`src/hci_h4_packet_reassembler_defines.svh`:
```
// Assertion macros shared by the H4 reassembler RTL.
// Expects clk and rst_n in the scope of every use.
`ifndef HCI_H4_PACKET_REASSEMBLER_DEFINES_SVH
`define HCI_H4_PACKET_REASSEMBLER_DEFINES_SVH

`ifndef SYNTHESIS
// same-cycle implication
`define HHR_ASSERT_NOW(lbl, pre, post, msg) \
  lbl: assert property (@(posedge clk) disable iff (!rst_n) (pre) |-> (post)) \
    else $error(msg);
// next-cycle implication
`define HHR_ASSERT_NEXT(lbl, pre, post, msg) \
  lbl: assert property (@(posedge clk) disable iff (!rst_n) (pre) |=> (post)) \
    else $error(msg);
`else
`define HHR_ASSERT_NOW(lbl, pre, post, msg)
`define HHR_ASSERT_NEXT(lbl, pre, post, msg)
`endif

`endif

```
`src/hhr_pkg.sv`:
```
// Types and constants for the H4 packet reassembler.
// No dependencies; used by every other file but the assertion macro header.
`timescale 1ns / 1ps

package hhr_pkg;

  localparam int DATA_W     = 8;
  localparam int LEN_W      = 17;
  localparam int SHORT_W    = 9;
  localparam int KIND_W     = 2;
  localparam int PTYPE_W    = 2;
  localparam int HDR_DEPTH  = 4;
  localparam int HDR_IDX_W  = 2;
  localparam int APB_ADDR_W = 4;
  localparam int APB_DATA_W = 32;
  localparam int QUEUE_DEPTH_DEF = 4;

  // packet indicators
  localparam logic [DATA_W-1:0] IND_EVENT = 8'h04;
  localparam logic [DATA_W-1:0] IND_ACL   = 8'h02;
  localparam logic [DATA_W-1:0] IND_SCO   = 8'h03;

  // header bytes needed before the length is known
  localparam logic [LEN_W-1:0] HDR_LEN_EVT = 17'd2;
  localparam logic [LEN_W-1:0] HDR_LEN_SCO = 17'd3;
  localparam logic [LEN_W-1:0] HDR_LEN_ACL = 17'd4;

  // length field to packet length, indicator included
  localparam logic [LEN_W-1:0] LEN_ADJ_EVT = 17'd3;
  localparam logic [LEN_W-1:0] LEN_ADJ_ACL = 17'd5;
  localparam logic [LEN_W-1:0] LEN_ADJ_SCO = 17'd4;

  localparam logic [SHORT_W-1:0] EVENT_MAX_RST = 9'd258;
  localparam logic [LEN_W-1:0]   ACL_MAX_RST   = 17'd1029;
  localparam logic [SHORT_W-1:0] SCO_MAX_RST   = 9'd259;

  typedef enum logic [KIND_W-1:0] {
    KIND_BYTE     = 2'd0,
    KIND_OVERSIZE = 2'd1,
    KIND_UNKNOWN  = 2'd2
  } kind_t;

  typedef enum logic [PTYPE_W-1:0] {
    PT_EVENT = 2'd0,
    PT_ACL   = 2'd1,
    PT_SCO   = 2'd2
  } ptype_t;

  typedef enum logic [1:0] {
    REG_EVENT_MAX = 2'd0,
    REG_ACL_MAX   = 2'd1,
    REG_SCO_MAX   = 2'd2
  } reg_idx_t;

  typedef struct packed {
    logic [SHORT_W-1:0] event_max;
    logic [LEN_W-1:0]   acl_max;
    logic [SHORT_W-1:0] sco_max;
  } cfg_t;

  // One queue entry: one to four results from one input byte.
  typedef struct packed {
    kind_t                              kind;
    ptype_t                             ptype;
    logic [HDR_IDX_W-1:0]               last_idx;
    logic                               plast;
    logic [HDR_DEPTH-1:0][DATA_W-1:0]   bytes;
  } entry_t;

endpackage

```
`src/hhr_if.sv`:
```
// Valid/ready channel interfaces for the H4 reassembler byte input and results.
// Depends on hhr_pkg.
`timescale 1ns / 1ps

interface hhr_in_if;
  logic                      valid;
  logic                      ready;
  logic [hhr_pkg::DATA_W-1:0] data_byte;
  logic                      chunk_last;

  modport source (output valid, data_byte, chunk_last, input ready);
  modport sink   (input valid, data_byte, chunk_last, output ready);
endinterface

interface hhr_out_if;
  logic                       valid;
  logic                       ready;
  logic [hhr_pkg::KIND_W-1:0]  kind;
  logic [hhr_pkg::PTYPE_W-1:0] pkt_type;
  logic [hhr_pkg::DATA_W-1:0]  out_byte;
  logic                       packet_last;
  logic                       run_last;

  modport source (output valid, kind, pkt_type, out_byte, packet_last, run_last,
                  input ready);
  modport sink   (input valid, kind, pkt_type, out_byte, packet_last, run_last,
                  output ready);
endinterface

```
`src/hhr_regs.sv`:
```
// APB-style configuration registers: per-type maximum packet lengths.
// Depends on hhr_pkg.
`timescale 1ns / 1ps

module hhr_regs (
  input  logic                            clk,
  input  logic                            rst_n,
  input  logic                            psel,
  input  logic                            penable,
  input  logic                            pwrite,
  input  logic [hhr_pkg::APB_ADDR_W-1:0]  paddr,
  input  logic [hhr_pkg::APB_DATA_W-1:0]  pwdata,
  output logic [hhr_pkg::APB_DATA_W-1:0]  prdata,
  output logic                            pready,
  output hhr_pkg::cfg_t                   cfg
);

  hhr_pkg::cfg_t     cfg_r;
  hhr_pkg::reg_idx_t idx;
  logic              wr_en;

  assign pready = 1'b1;
  assign idx    = hhr_pkg::reg_idx_t'(paddr[hhr_pkg::APB_ADDR_W-1:2]);
  assign wr_en  = psel && penable && pwrite;
  assign cfg    = cfg_r;

  always_ff @(posedge clk) begin
    if (!rst_n) begin
      cfg_r.event_max <= hhr_pkg::EVENT_MAX_RST;
      cfg_r.acl_max   <= hhr_pkg::ACL_MAX_RST;
      cfg_r.sco_max   <= hhr_pkg::SCO_MAX_RST;
    end else if (wr_en) begin
      case (idx)
        hhr_pkg::REG_EVENT_MAX: cfg_r.event_max <= pwdata[hhr_pkg::SHORT_W-1:0];
        hhr_pkg::REG_ACL_MAX:   cfg_r.acl_max   <= pwdata[hhr_pkg::LEN_W-1:0];
        hhr_pkg::REG_SCO_MAX:   cfg_r.sco_max   <= pwdata[hhr_pkg::SHORT_W-1:0];
        default: ;
      endcase
    end
  end

  always_comb begin
    prdata = '0;
    case (idx)
      hhr_pkg::REG_EVENT_MAX:
        prdata = hhr_pkg::APB_DATA_W'(cfg_r.event_max);
      hhr_pkg::REG_ACL_MAX:
        prdata = hhr_pkg::APB_DATA_W'(cfg_r.acl_max);
      hhr_pkg::REG_SCO_MAX:
        prdata = hhr_pkg::APB_DATA_W'(cfg_r.sco_max);
      default: prdata = '0;
    endcase
  end

endmodule

```
`src/hhr_front.sv`:
```
// Front end: H4 byte parser. Tracks indicator, header, payload and drop
// phases and pushes one result entry per byte that yields results.
// Depends on hhr_pkg, hhr_if and the assertion macro header.
`timescale 1ns / 1ps
`include "hci_h4_packet_reassembler_defines.svh"

module hhr_front (
  input  logic            clk,
  input  logic            rst_n,
  hhr_in_if.sink          in_ch,
  input  hhr_pkg::cfg_t   cfg,
  input  logic            push_ready,
  output logic            push_valid,
  output hhr_pkg::entry_t push_data
);

  typedef enum logic [1:0] {
    S_IND,
    S_HDR,
    S_BODY,
    S_DROP
  } state_t;

  localparam int LW = hhr_pkg::LEN_W;
  localparam int DW = hhr_pkg::DATA_W;

  state_t                                     state_r, state_nxt;
  hhr_pkg::ptype_t                            type_r, type_nxt;
  logic [LW-1:0]                              bc_r, bc_nxt;
  logic [LW-1:0]                              target_r, target_nxt;
  logic [hhr_pkg::HDR_DEPTH-1:0][DW-1:0]      hdr_r, hdr_nxt;

  logic                                       fire;
  logic [DW-1:0]                              b;
  logic                                       clast;
  logic [LW-1:0]                              bc_inc;
  logic [hhr_pkg::HDR_IDX_W-1:0]              hdr_idx;
  logic [hhr_pkg::HDR_DEPTH-1:0][DW-1:0]      hdr_new;
  logic                                       len_known;
  logic [LW-1:0]                              len;
  logic [LW-1:0]                              max_len;

  assign in_ch.ready = push_ready;
  assign fire        = in_ch.valid && push_ready;
  assign b           = in_ch.data_byte;
  assign clast       = in_ch.chunk_last;
  assign bc_inc      = bc_r + LW'(1);
  // header byte k (1..4) goes to slot k-1
  assign hdr_idx     = bc_r[hhr_pkg::HDR_IDX_W-1:0] - hhr_pkg::HDR_IDX_W'(1);

  always_comb begin
    for (int k = 0; k < hhr_pkg::HDR_DEPTH; k++) begin
      hdr_new[k] = (hhr_pkg::HDR_IDX_W'(k) == hdr_idx) ? b : hdr_r[k];
    end
  end

  always_comb begin
    len_known = 1'b0;
    len       = '0;
    max_len   = '0;
    case (type_r)
      hhr_pkg::PT_EVENT: begin
        len_known = bc_inc > hhr_pkg::HDR_LEN_EVT;
        len       = LW'(hdr_new[1]) + hhr_pkg::LEN_ADJ_EVT;
        max_len   = LW'(cfg.event_max);
      end
      hhr_pkg::PT_ACL: begin
        len_known = bc_inc > hhr_pkg::HDR_LEN_ACL;
        len       = LW'({hdr_new[3], hdr_new[2]}) + hhr_pkg::LEN_ADJ_ACL;
        max_len   = cfg.acl_max;
      end
      hhr_pkg::PT_SCO: begin
        len_known = bc_inc > hhr_pkg::HDR_LEN_SCO;
        len       = LW'(hdr_new[2]) + hhr_pkg::LEN_ADJ_SCO;
        max_len   = LW'(cfg.sco_max);
      end
      default: begin
        len_known = 1'b0;
        len       = '0;
        max_len   = '0;
      end
    endcase
  end

  always_comb begin
    state_nxt  = state_r;
    type_nxt   = type_r;
    bc_nxt     = bc_r;
    target_nxt = target_r;
    hdr_nxt    = hdr_r;
    push_valid = 1'b0;
    push_data  = '0;
    push_data.kind  = hhr_pkg::KIND_BYTE;
    push_data.ptype = type_r;

    case (state_r)
      S_IND: begin
        if (fire) begin
          bc_nxt     = LW'(1);
          target_nxt = '0;
          case (b)
            hhr_pkg::IND_EVENT: begin
              type_nxt  = hhr_pkg::PT_EVENT;
              state_nxt = S_HDR;
            end
            hhr_pkg::IND_ACL: begin
              type_nxt  = hhr_pkg::PT_ACL;
              state_nxt = S_HDR;
            end
            hhr_pkg::IND_SCO: begin
              type_nxt  = hhr_pkg::PT_SCO;
              state_nxt = S_HDR;
            end
            default: begin
              push_valid         = 1'b1;
              push_data.kind     = hhr_pkg::KIND_UNKNOWN;
              push_data.ptype    = hhr_pkg::PT_EVENT;
              push_data.bytes[0] = b;
              state_nxt          = clast ? S_IND : S_DROP;
            end
          endcase
        end
      end

      S_HDR: begin
        if (fire) begin
          hdr_nxt = hdr_new;
          bc_nxt  = bc_inc;
          if (len_known) begin
            push_valid = 1'b1;
            if (len > max_len) begin
              push_data.kind = hhr_pkg::KIND_OVERSIZE;
              bc_nxt         = LW'(1);
              state_nxt      = clast ? S_IND : S_DROP;
            end else begin
              // flush the held header; its last slot is the one just written
              push_data.bytes    = hdr_new;
              push_data.last_idx = hdr_idx;
              push_data.plast    = (bc_inc == len);
              if (bc_inc == len) begin
                bc_nxt    = LW'(1);
                state_nxt = S_IND;
              end else begin
                target_nxt = len;
                state_nxt  = S_BODY;
              end
            end
          end
        end
      end

      S_BODY: begin
        if (fire) begin
          push_valid         = 1'b1;
          push_data.bytes[0] = b;
          push_data.plast    = (bc_inc >= target_r);
          bc_nxt             = bc_inc;
          if (bc_inc >= target_r) begin
            bc_nxt     = LW'(1);
            target_nxt = '0;
            state_nxt  = S_IND;
          end
        end
      end

      S_DROP: begin
        if (fire && clast) begin
          state_nxt = S_IND;
        end
      end

      default: state_nxt = S_IND;
    endcase
  end

  always_ff @(posedge clk) begin
    if (!rst_n) begin
      state_r  <= S_IND;
      type_r   <= hhr_pkg::PT_EVENT;
      bc_r     <= LW'(1);
      target_r <= '0;
    end else begin
      state_r  <= state_nxt;
      type_r   <= type_nxt;
      bc_r     <= bc_nxt;
      target_r <= target_nxt;
    end
    hdr_r <= hdr_nxt;
  end

  `HHR_ASSERT_NOW(a_hdr_count, state_r == S_HDR, (bc_r >= LW'(1)) && (bc_r <= hhr_pkg::HDR_LEN_ACL), "header byte count out of range")
  `HHR_ASSERT_NOW(a_body_count, state_r == S_BODY, bc_r < target_r, "payload count reached target without closing the packet")
  `HHR_ASSERT_NEXT(a_drop_end, (state_r == S_DROP) && fire && clast, state_r == S_IND, "discard did not end on chunk end")

endmodule

```
`src/hhr_queue.sv`:
```
// Short entry queue between the parser and the result serializer.
// Depends on hhr_pkg.
`timescale 1ns / 1ps

module hhr_queue #(
  parameter int DEPTH = hhr_pkg::QUEUE_DEPTH_DEF
) (
  input  logic            clk,
  input  logic            rst_n,
  input  logic            push_valid,
  output logic            push_ready,
  input  hhr_pkg::entry_t push_data,
  output logic            pop_valid,
  input  logic            pop_ready,
  output hhr_pkg::entry_t pop_data
);

  localparam int PTR_W = (DEPTH > 1) ? $clog2(DEPTH) : 1;
  localparam int CNT_W = $clog2(DEPTH + 1);

  hhr_pkg::entry_t  mem_r [DEPTH];
  logic [PTR_W-1:0] wr_ptr_r, wr_ptr_nxt;
  logic [PTR_W-1:0] rd_ptr_r, rd_ptr_nxt;
  logic [CNT_W-1:0] count_r, count_nxt;
  logic             do_push;
  logic             do_pop;

  assign push_ready = (count_r != CNT_W'(DEPTH));
  assign pop_valid  = (count_r != '0);
  assign pop_data   = mem_r[rd_ptr_r];
  assign do_push    = push_valid && push_ready;
  assign do_pop     = pop_valid && pop_ready;

  always_comb begin
    wr_ptr_nxt = wr_ptr_r;
    rd_ptr_nxt = rd_ptr_r;
    count_nxt  = count_r;
    if (do_push) begin
      wr_ptr_nxt = (wr_ptr_r == PTR_W'(DEPTH - 1)) ? '0 : wr_ptr_r + PTR_W'(1);
    end
    if (do_pop) begin
      rd_ptr_nxt = (rd_ptr_r == PTR_W'(DEPTH - 1)) ? '0 : rd_ptr_r + PTR_W'(1);
    end
    case ({do_push, do_pop})
      2'b10:   count_nxt = count_r + CNT_W'(1);
      2'b01:   count_nxt = count_r - CNT_W'(1);
      default: count_nxt = count_r;
    endcase
  end

  always_ff @(posedge clk) begin
    if (!rst_n) begin
      wr_ptr_r <= '0;
      rd_ptr_r <= '0;
      count_r  <= '0;
    end else begin
      wr_ptr_r <= wr_ptr_nxt;
      rd_ptr_r <= rd_ptr_nxt;
      count_r  <= count_nxt;
    end
  end

  always_ff @(posedge clk) begin
    if (do_push) begin
      mem_r[wr_ptr_r] <= push_data;
    end
  end

endmodule

```
`src/hhr_back.sv`:
```
// Back end: holds one queue entry and hands out its one to four results.
// Depends on hhr_pkg, hhr_if and the assertion macro header.
`timescale 1ns / 1ps
`include "hci_h4_packet_reassembler_defines.svh"

module hhr_back (
  input  logic            clk,
  input  logic            rst_n,
  input  logic            pop_valid,
  output logic            pop_ready,
  input  hhr_pkg::entry_t pop_data,
  hhr_out_if.source       out_ch
);

  localparam int IW = hhr_pkg::HDR_IDX_W;

  hhr_pkg::entry_t cur_r, cur_nxt;
  logic            cur_valid_r, cur_valid_nxt;
  logic [IW-1:0]   idx_r, idx_nxt;
  logic            out_fire;
  logic            at_last;

  assign at_last   = (idx_r == cur_r.last_idx);
  assign out_fire  = out_ch.valid && out_ch.ready;
  // refill when empty or when the final result of the held entry leaves
  assign pop_ready = !cur_valid_r || (out_fire && at_last);

  assign out_ch.valid       = cur_valid_r;
  assign out_ch.kind        = cur_r.kind;
  assign out_ch.pkt_type    = cur_r.ptype;
  assign out_ch.out_byte    = cur_r.bytes[idx_r];
  assign out_ch.packet_last = cur_r.plast && at_last;
  assign out_ch.run_last    = at_last;

  always_comb begin
    cur_nxt       = cur_r;
    cur_valid_nxt = cur_valid_r;
    idx_nxt       = idx_r;
    if (pop_valid && pop_ready) begin
      cur_nxt       = pop_data;
      cur_valid_nxt = 1'b1;
      idx_nxt       = '0;
    end else if (out_fire) begin
      if (at_last) begin
        cur_valid_nxt = 1'b0;
      end else begin
        idx_nxt = idx_r + IW'(1);
      end
    end
  end

  always_ff @(posedge clk) begin
    if (!rst_n) begin
      cur_valid_r <= 1'b0;
      idx_r       <= '0;
    end else begin
      cur_valid_r <= cur_valid_nxt;
      idx_r       <= idx_nxt;
    end
    cur_r <= cur_nxt;
  end

  `HHR_ASSERT_NOW(a_idx_range, cur_valid_r, idx_r <= cur_r.last_idx, "result index past end of entry")
  `HHR_ASSERT_NEXT(a_stall_hold, cur_valid_r && !out_ch.ready, cur_valid_r && $stable(idx_r), "stalled result moved")
  `HHR_ASSERT_NOW(a_plast_run, cur_valid_r && out_ch.packet_last, out_ch.run_last && (cur_r.kind == hhr_pkg::KIND_BYTE), "packet end not on last byte result")

endmodule

```
`src/hci_h4_packet_reassembler.sv`:
```
// H4 packet reassembler: one UART byte per cycle in, tagged packet bytes out.
// An accepted byte's results pass through the entry queue, then the result register.
// Throughput: one byte per cycle while the entry queue has room; a header flush holds the
// result port for two to four results, which the QUEUE_DEPTH-entry queue absorbs.
// Reset (rst_n, synchronous, active low): parser waits for an indicator, queue and result
// register empty, length limits back to 258 / 1029 / 259. No clearing pass.
`timescale 1ns / 1ps

module hci_h4_packet_reassembler #(
  parameter int QUEUE_DEPTH = hhr_pkg::QUEUE_DEPTH_DEF
) (
  input  logic                           clk,
  input  logic                           rst_n,
  hhr_in_if.sink                         in_ch,
  hhr_out_if.source                      out_ch,
  input  logic                           psel,
  input  logic                           penable,
  input  logic                           pwrite,
  input  logic [hhr_pkg::APB_ADDR_W-1:0] paddr,
  input  logic [hhr_pkg::APB_DATA_W-1:0] pwdata,
  output logic [hhr_pkg::APB_DATA_W-1:0] prdata,
  output logic                           pready
);

  // Config: max packet length per type, indicator included.
  hhr_pkg::cfg_t   cfg;

  // Front to queue: one entry per byte that yields results.
  logic            push_valid;
  logic            push_ready;
  hhr_pkg::entry_t push_data;

  // Queue to back end.
  logic            pop_valid;
  logic            pop_ready;
  hhr_pkg::entry_t pop_data;

  hhr_regs u_regs (
    .clk     (clk),
    .rst_n   (rst_n),
    .psel    (psel),
    .penable (penable),
    .pwrite  (pwrite),
    .paddr   (paddr),
    .pwdata  (pwdata),
    .prdata  (prdata),
    .pready  (pready),
    .cfg     (cfg)
  );

  // Parser: indicator decode, header hold, length check, payload count,
  // discard to end of chunk after an unknown indicator or an oversize length.
  hhr_front u_front (
    .clk        (clk),
    .rst_n      (rst_n),
    .in_ch      (in_ch),
    .cfg        (cfg),
    .push_ready (push_ready),
    .push_valid (push_valid),
    .push_data  (push_data)
  );

  // Input stalls only when this queue is full.
  hhr_queue #(
    .DEPTH (QUEUE_DEPTH)
  ) u_queue (
    .clk        (clk),
    .rst_n      (rst_n),
    .push_valid (push_valid),
    .push_ready (push_ready),
    .push_data  (push_data),
    .pop_valid  (pop_valid),
    .pop_ready  (pop_ready),
    .pop_data   (pop_data)
  );

  // Serializer: unrolls a header flush into single results and marks
  // the result that closes each input's run.
  hhr_back u_back (
    .clk       (clk),
    .rst_n     (rst_n),
    .pop_valid (pop_valid),
    .pop_ready (pop_ready),
    .pop_data  (pop_data),
    .out_ch    (out_ch)
  );

endmodule

```
`src/flat_wrapper.sv`:
```
// flat-port wrapper written by rule: the top's interface ports become plain ports
module hci_h4_packet_reassembler_flat 
#(
  parameter int QUEUE_DEPTH = hhr_pkg::QUEUE_DEPTH_DEF
)
  (clk, rst_n, psel, penable, pwrite, paddr, pwdata, prdata, pready, in_ch_valid, in_ch_data_byte, in_ch_chunk_last, in_ch_ready, out_ch_valid, out_ch_kind, out_ch_pkt_type, out_ch_out_byte, out_ch_packet_last, out_ch_run_last, out_ch_ready);
  hhr_in_if in_ch_i ();
  hhr_out_if out_ch_i ();
  input  logic clk;
  input  logic rst_n;
  input  logic psel;
  input  logic penable;
  input  logic pwrite;
  input  logic [hhr_pkg::APB_ADDR_W-1:0] paddr;
  input  logic [hhr_pkg::APB_DATA_W-1:0] pwdata;
  output logic [hhr_pkg::APB_DATA_W-1:0] prdata;
  output logic pready;
  input wire logic [$bits(in_ch_i.valid)-1:0] in_ch_valid;
  input wire logic [$bits(in_ch_i.data_byte)-1:0] in_ch_data_byte;
  input wire logic [$bits(in_ch_i.chunk_last)-1:0] in_ch_chunk_last;
  output wire logic [$bits(in_ch_i.ready)-1:0] in_ch_ready;
  output wire logic [$bits(out_ch_i.valid)-1:0] out_ch_valid;
  output wire logic [$bits(out_ch_i.kind)-1:0] out_ch_kind;
  output wire logic [$bits(out_ch_i.pkt_type)-1:0] out_ch_pkt_type;
  output wire logic [$bits(out_ch_i.out_byte)-1:0] out_ch_out_byte;
  output wire logic [$bits(out_ch_i.packet_last)-1:0] out_ch_packet_last;
  output wire logic [$bits(out_ch_i.run_last)-1:0] out_ch_run_last;
  input wire logic [$bits(out_ch_i.ready)-1:0] out_ch_ready;
  assign in_ch_i.valid = in_ch_valid;
  assign in_ch_i.data_byte = in_ch_data_byte;
  assign in_ch_i.chunk_last = in_ch_chunk_last;
  assign in_ch_ready = in_ch_i.ready;
  assign out_ch_valid = out_ch_i.valid;
  assign out_ch_kind = out_ch_i.kind;
  assign out_ch_pkt_type = out_ch_i.pkt_type;
  assign out_ch_out_byte = out_ch_i.out_byte;
  assign out_ch_packet_last = out_ch_i.packet_last;
  assign out_ch_run_last = out_ch_i.run_last;
  assign out_ch_i.ready = out_ch_ready;
  hci_h4_packet_reassembler #(.QUEUE_DEPTH(QUEUE_DEPTH)) u_core (.clk(clk), .rst_n(rst_n), .in_ch(in_ch_i), .out_ch(out_ch_i), .psel(psel), .penable(penable), .pwrite(pwrite), .paddr(paddr), .pwdata(pwdata), .prdata(prdata), .pready(pready));
endmodule
```
`config.mk`:
```
export PLATFORM = sky130hd
export DESIGN_NAME = hci_h4_packet_reassembler_flat
export DESIGN_NICKNAME = d
export VERILOG_FILES = /design/src/hhr_pkg.sv /design/src/hhr_if.sv /design/src/hhr_regs.sv /design/src/hhr_front.sv /design/src/hhr_queue.sv /design/src/hhr_back.sv /design/src/hci_h4_packet_reassembler.sv /design/src/flat_wrapper.sv
export VERILOG_INCLUDE_DIRS = /design/src /design/src/src
export SDC_FILE = /design/constraint.sdc
export NUM_CORES = 1
export LEC_CHECK = 0
export BUFFER_PORTS_ARGS = -buffer_cell sky130_fd_sc_hd__buf_2
export CAP_MARGIN = 20
export CORE_MARGIN = 2
export CORE_UTILIZATION = 61
export DETAILED_ROUTE_END_ITERATION = 6
export PLACE_DENSITY = 0.87
export SYNTH_ARGS = -nofsm -noshare
export SYNTH_HDL_FRONTEND = slang
export SYNTH_SLANG_ARGS = --single-unit
```
`constraint.sdc`:
```
create_clock -name clk -period 7.25 [get_ports clk]
set_clock_uncertainty 0.2 [all_clocks]
set_input_delay 1.45 -clock clk [delete_from_list [all_inputs] [get_ports clk]]
set_output_delay 1.45 -clock clk [all_outputs]
set_load 0.005 [all_outputs]
```
# After elaboration in Yosys (flattened, before gate mapping)
# Memories as Yosys holds them, arrays and structs flattened. A register that Yosys moved wholly into a read port is not among the register bits.
# Cells that the tools add are included.
# totals
input_bits,52
mem_count,1
output_inout_bits,49
regBits,115
mem_bits_ro,0
elab_cells,166
ramBits,156
latchBits,0
# classes
multipliers,0
add_sub_neg,10
mux,70
bitwise,2
n_div,0
n_lt_le_gt_ge,6
n_reduce_logical,33
n_eq_ne,28
shift,0
# mem_list
memory,words,word_bits,read_ports,rd_ports_with_merged_regs,wr,line_no,rtl
u_core.u_queue.mem_r,4,39,1,1,1,hhr_queue.sv:21,hhr_pkg::entry_t mem_r [DEPTH];
# op_table
cell,n
case mux 17 bit (3 select lines),5
2-to-1 mux 17 bit,14
2-to-1 mux 35 bit,3
2-to-1 mux 8 bit,8
> comparator 17 x 2 -> 1 bit (second input constant),2
2-to-1 mux 2 bit,14
2-to-1 mux 24 bit,1
case mux 8 bit (3 select lines),1
adder 16 x 3 -> 17 bit (second input constant),1
adder 17 x 1 -> 17 bit (second input constant),1
== test 17 bit,1
>= comparator 17 bit,1
> comparator 17 bit,1
> comparator 17 x 3 -> 1 bit (second input constant),1
binary-select mux 8 bit (select 2 bit),1
== test 8 x 2 -> 1 bit (second input constant),2
!= test 2 bit (second input constant),8
== test 2 bit (second input constant),7
2-to-1 mux 1 bit,14
AND reduction 2 bit,6
adder 8 x 2 -> 9 bit (second input constant),1
adder 8 x 3 -> 9 bit (second input constant),1
logical AND 1 bit,9
nonzero test 3 bit,3
other kinds (29),43

# Longest topological paths before layout
# depth
ltp_word,11
ltp_mapped,25
ltp_nobuf,20

# Modules after synthesis
# A second synthesis with hierarchy kept.
# hier_totals
hier_cells,1324
hier_area_um2,15992.8
# by_module_without_submodules
mod,seq_area_each_um2,instances,cells_per_inst,area_per_inst_um2
hhr_front,1721.7,1,786,6497.5
hhr_queue,4864.7,1,259,6114.6
hhr_regs,700.7,1,201,1773.0
hhr_back,1231.2,1,78,1607.8

# Least setup slack after synthesis
# No wires, ideal clock.
# synth_timing
path_type,in2reg
startpoint,in in_ch_data_byte[0]
endpoint,reg u_core.u_front.target_r[9]
setup_ns,0.072
cell_stages,22
t_required_ns,6.978
t_arrival_ns,5.278
path_buffers,4
path_slack_ns,1.700
cell_sequence,clkbuf_1 > mux2i_2 > inv_1 > ha_1 > nand2_1 > a32o_1 > o21a_1 > nor3_1 > ha_1 > a211o_1 > a21oi_1 > o21ai_0 > nand2b_1 > a21boi_0 > o31ai_1 > clkbuf_1 > nor4b_1 > o31ai_1 > o31ai_1 > buf_4 > buf_6 > mux2i_1
# synth_lines
item,line_no,rtl
"start, declared",flat_wrapper.sv:19,input wire logic [$bits(in_ch_i.data_byte)-1:0] in_ch_data_byte;
"end signal, assigned",hhr_front.sv:186,target_r <= target_nxt;
"end, declared",hhr_front.sv:30,"logic [LW-1:0] target_r, target_nxt;"

==> results.rst <==
.. list-table::
   :header-rows: 1

   * - Metric
     - Value
   * - Syn. warnings
     - 0
   * - FF+latch count, synth
     - 310
   * - TritonCTS buffer count
     - 31
   * - Total via count after detailed routing
     - 10600
   * - Starting Density
     - 0.617
   * - Placed cells
     - 1630
   * - Root buffer cell
     - clkbuf_16
   * - Leak Pwr
     - 6.28 nW
   * - Sink of the worst hold path
     - u_core.u_front.target_r[4]
   * - Worst Hold Class
     - reg -> reg
   * - Maximum clock path buffer count
     - 3
   * - Setup total negative slack
     - 0 ns
   * - Post-Route WL
     - 35400 um
   * - Tightest Pin Transition
     - 1.10 ns
   * - Post-synthesis async set-or-reset flop share
     - 0
   * - Via density
     - 6.22
   * - CTS tree
     - yes
   * - Reg2reg start
     - u_core.u_front.bc_r[1]
   * - Clock Power Share
     - 0.277
   * - Critical path fanouts, max
     - 20
   * - Final hold violation count
     - 0
   * - Worst-case headroom to the max-slew limit
     - 0.270
   * - Worst Path Buf+Inv
     - 3
   * - Input/output buffers
     - 67
   * - Vertical die dimension
     - 163 um
   * - Die area
     - 26600 um2
   * - Via count of the first global-routing pass
     - 10300
   * - Cell count after synthesis
     - 1289
   * - Global-route wire length before repair
     - 55700 um
   * - Net switching share of the total power
     - 0.310
   * - Count of non-filler cells in the finished layout
     - 1695
   * - Register-to-register setup slack
     - 1.30 ns
   * - Post-synthesis average cell area
     - 12.0 um2
   * - CP startpoint kind
     - flip-flop
   * - Logic depth of the worst register-to-register path
     - 19
   * - # fillers
     - 1718
   * - Dpl hpwl
     - 23600 um
   * - Most frequent cells in the layout
     - 227 x edfxtp_1, 151 x nand2_1, 89 x nor2_1
   * - Yosys cell types
     - 82
   * - Die boundary width
     - 163 um
   * - Drt initial violations
     - 1014
   * - Final weighted congestion in routability-driven placement
     - 0.930
   * - Worst Path Required
     - 7.55 ns
   * - Crit. Startpoint
     - u_core.u_front.bc_r[1]
   * - Post-route antenna net violation count
     - 0
   * - Fraction of final layout cells with drive strength greater than 1
     - 0.169
   * - Most common flop cell mapped by yosys
     - edfxtp_1
   * - Share of synthesized area occupied by flip-flops and latches
     - 0.548
   * - Pin count of the biggest net entering global routing
     - 44
   * - Final-stage net count
     - 1442
   * - Wirelength per Cell
     - 20.9 um
   * - Site Rows
     - 58
   * - Post-synth EDFFs
     - 227
   * - Internal power of the cells
     - 3.92 mW
   * - Hold buffers post-CTS
     - 0
   * - Setup-violating endpoint count in the final report
     - 0
   * - Critical Path Stages
     - 19
   * - H-tree level count
     - 1
   * - Post-CTS setup-driven buffer insertion count
     - 0
   * - Area of the core
     - 25000 um2
   * - Class of the most critical setup path
     - reg -> reg
   * - Final-layout worst hold slack
     - 0.264 ns
   * - Slowest cell delay on critical path
     - 0.87 ns
   * - Clock slew at the register clock pins of the worst setup and hold paths
     - 0.06 ns
   * - Power density over the cells
     - 333 nW/um2
   * - Hold_sp
     - u_core.u_front.target_r[4]
   * - Total GRT Usage
     - 0.266
   * - DRT Pass-1 Iters
     - 6
   * - # DRC
     - 0
   * - P_sw
     - 1.76 mW
   * - Critical Path End Type
     - flip-flop
   * - Number of antenna violations at the first check in global routing
     - 2
   * - Highest attainable clock frequency
     - 168 MHz
   * - Relative contribution of sequential cells to total power
     - 0.437
   * - Most frequent standard cell in the layout excluding fill and tap cells
     - edfxtp_1
   * - Hold Path Stages
     - 2
   * - CP cell instances
     - ha_1 -> mux2i_1 -> inv_1 -> ha_1 -> nand2_1 -> a32o_1 -> nor4_1 -> mux2i_1 -> ha_1 -> a21o_1 -> a21oi_1 -> a21boi_0 -> o31ai_1 -> buf_4 -> nor4b_1 -> o31ai_1 -> o31ai_4 -> buf_6 -> mux2i_1
   * - Number of top-level pins
     - 101
   * - TritonCTS sink count
     - 310
   * - CP max stage cell
     - ha_1
   * - Clock Latency Late Sink
     - 0.57 ns
   * - Max Slew Vio Count
     - 0
   * - Combined area of all synthesized cells
     - 15500 um2
   * - Worst IR Drop VDD
     - 0.254 mV
   * - Endpoint arrival time on the critical path
     - 6.24 ns
   * - Area growth from synthesis to layout
     - 10.5%
   * - Critical R2R Capture
     - u_core.u_front.target_r[3]
   * - Portion of total power attributed to combinational logic
     - 0.286
   * - RSZ-0062 raised after global routing
     - false
   * - Run status
     - complete, no violations
   * - Max Cap Viol
     - 0
   * - Share of the cycle needed by the critical path after routing
     - 0.820
   * - Number of gates resized after CTS
     - 0
   * - Top Family by Delay on Critical Path
     - adder cells
   * - Clock period minus worst slack
     - 5.95 ns
   * - Grt total ovfl
     - 0
routing by layer:
| layer | wire length (um) | vias up | part of all wire | GRT usage |
|---|---|---|---|---|
| li1 | - | 4823 | - | - |
| met5 | 0 | - | 0 | 0 |
| met3 | 2790 | 79 | 0.079 | 0.0391 |
| met4 | 866 | 0 | 0.024 | 0.0760 |
| met1 | 14300 | 5119 | 0.40 | 0.363 |
| met2 | 17500 | 529 | 0.49 | 0.448 |
worst reg2reg max path: stages (launching register included):
cell and delay (ns):
dfxtp_1 0.46, ha_1 0.87, mux2i_1 0.33, inv_1 0.19, ha_1 0.16, nand2_1 0.10, a32o_1 0.34, nor4_1 0.34
mux2i_1 0.55, ha_1 0.35, a21o_1 0.16, a21oi_1 0.15, a21boi_0 0.10, o31ai_1 0.20, buf_4 0.22, nor4b_1 0.27
o31ai_1 0.18, o31ai_4 0.22, buf_6 0.26, mux2i_1 0.21
per-stage QoR:
stage / power, mW / instance area [um2] / utilization / setup WS [ns]
floorplan: 3.64 / 15500 / - / 1.70
CTS: 5.66 / 17000 / 0.679 / 1.47
global placement: 4.01 / 16000 / 0.638 / 1.19
finish: 5.68 / 17100 / 0.682 / 1.30
global route: 5.94 / 17100 / 0.682 / 0.942
detailed placement: 4.08 / 16000 / 0.638 / 1.10
sequential cells by signal, indices dropped and copies added (netlist names):
register,count
u_core.u_back.out_ch.valid,1
u_core.u_front.type_r,2
u_core.u_front.target_r,17
u_core.u_regs.cfg,35
u_core.u_back.idx_r,2
u_core.u_back.out_ch.kind,2
u_core.u_queue.count_r,3
u_core.u_front.hdr_r,32
u_core.u_front.bc_r,17
u_core.u_back.cur_r,35
u_core.u_queue.mem_r,156
u_core.u_front.state_r,2
u_core.u_queue.wr_ptr_r,2
u_core.u_queue.rd_ptr_r,2
u_core.u_back.out_ch.pkt_type,2
Yosys cell counts (4+ instances only):
library cell | count | area share
o21ai_0 | 34 | 0.011
nor2_1 | 89 | 0.022
edfxtp_1 | 227 | 0.44
o21ai_1 | 8 | 0.0026
mux2_2 | 11 | 0.0080
buf_4 | 22 | 0.011
o22ai_1 | 7 | 0.0028
o21a_1 | 7 | 0.0034
clkbuf_1 | 41 | 0.010
a211oi_1 | 5 | 0.0024
nand2b_1 | 9 | 0.0036
xnor2_1 | 37 | 0.021
a21oi_1 | 42 | 0.014
nand3b_1 | 6 | 0.0029
nor2b_1 | 7 | 0.0028
buf_6 | 4 | 0.0029
nor3_1 | 16 | 0.0052
ha_1 | 51 | 0.041
dfxtp_1 | 83 | 0.11
nand4_1 | 10 | 0.0040
a31oi_1 | 10 | 0.0040
a22oi_1 | 13 | 0.0063
o31ai_1 | 8 | 0.0039
a221o_1 | 5 | 0.0032
and3_1 | 13 | 0.0053
buf_1 | 11 | 0.0027
nand2_1 | 151 | 0.037
xor2_1 | 8 | 0.0045
nor3b_1 | 4 | 0.0019
and2_1 | 17 | 0.0069
nand3_1 | 30 | 0.0097
mux2i_1 | 84 | 0.054
o211ai_1 | 5 | 0.0024
mux4_2 | 47 | 0.068
buf_2 | 12 | 0.0039
nor4_1 | 14 | 0.0057
a21o_1 | 7 | 0.0034
or3_1 | 7 | 0.0028
inv_1 | 66 | 0.016
how the worst max path moves through the flow:
| stage | slack, ns | endpoint |
|---|---|---|
| detailed placement | 1.10 | u_core.u_front.target_r[5] |
| CTS | 1.47 | u_core.u_front.target_r[14] |
| global placement | 1.19 | u_core.u_front.target_r[13] |
| global route | 0.94 | u_core.u_front.target_r[5] |
| floorplan | 1.70 | u_core.u_front.target_r[9] |
| finish | 1.30 | u_core.u_front.target_r[3] |
cells by family (layout without fill, tap and decap cells):
| family | Yosys count | in the layout | share of synthesized area |
|---|---|---|---|
| compound gates | 184 | 184 | 0.0808 |
| xor+xnor | 45 | 45 | 0.0255 |
| fa+ha+maj | 52 | 52 | 0.0426 |
| buf+inv | 157 | 217 | 0.0464 |
| flops | 310 | 310 | 0.548 |
| mux | 144 | 144 | 0.133 |
| other cells | 2 | 18 | 0.000486 |
| simple gates | 395 | 395 | 0.123 |
final cells by class:
type / count / area (um2) / area share
Clock buffer: 46 / 906 / 0.0530
Tap cell: 330 / 413 / 0.0242
Antenna cell: 2 / 5.00 / 0.000293
Timing Repair Buffer: 92 / 564 / 0.0330
Clock inverter: 12 / 105 / 0.00615
Inverter: 67 / 251 / 0.0147
Multi-Input combinational cell: 836 / 6350 / 0.372
Sequential cell: 310 / 8480 / 0.497
power groups by stage:
| stage | clock [mW] | sequential, mW | combinational (mW) |
|---|---|---|---|
| finish | 1.57 | 2.49 | 1.62 |
| global route | 1.66 | 2.51 | 1.76 |
| CTS | 1.58 | 2.49 | 1.58 |
| detailed placement | 0 | 2.53 | 1.55 |
| global placement | 0 | 2.50 | 1.51 |
| floorplan | 0 | 2.49 | 1.16 |
No activity file was read; power rests on OpenSTA's default activity.
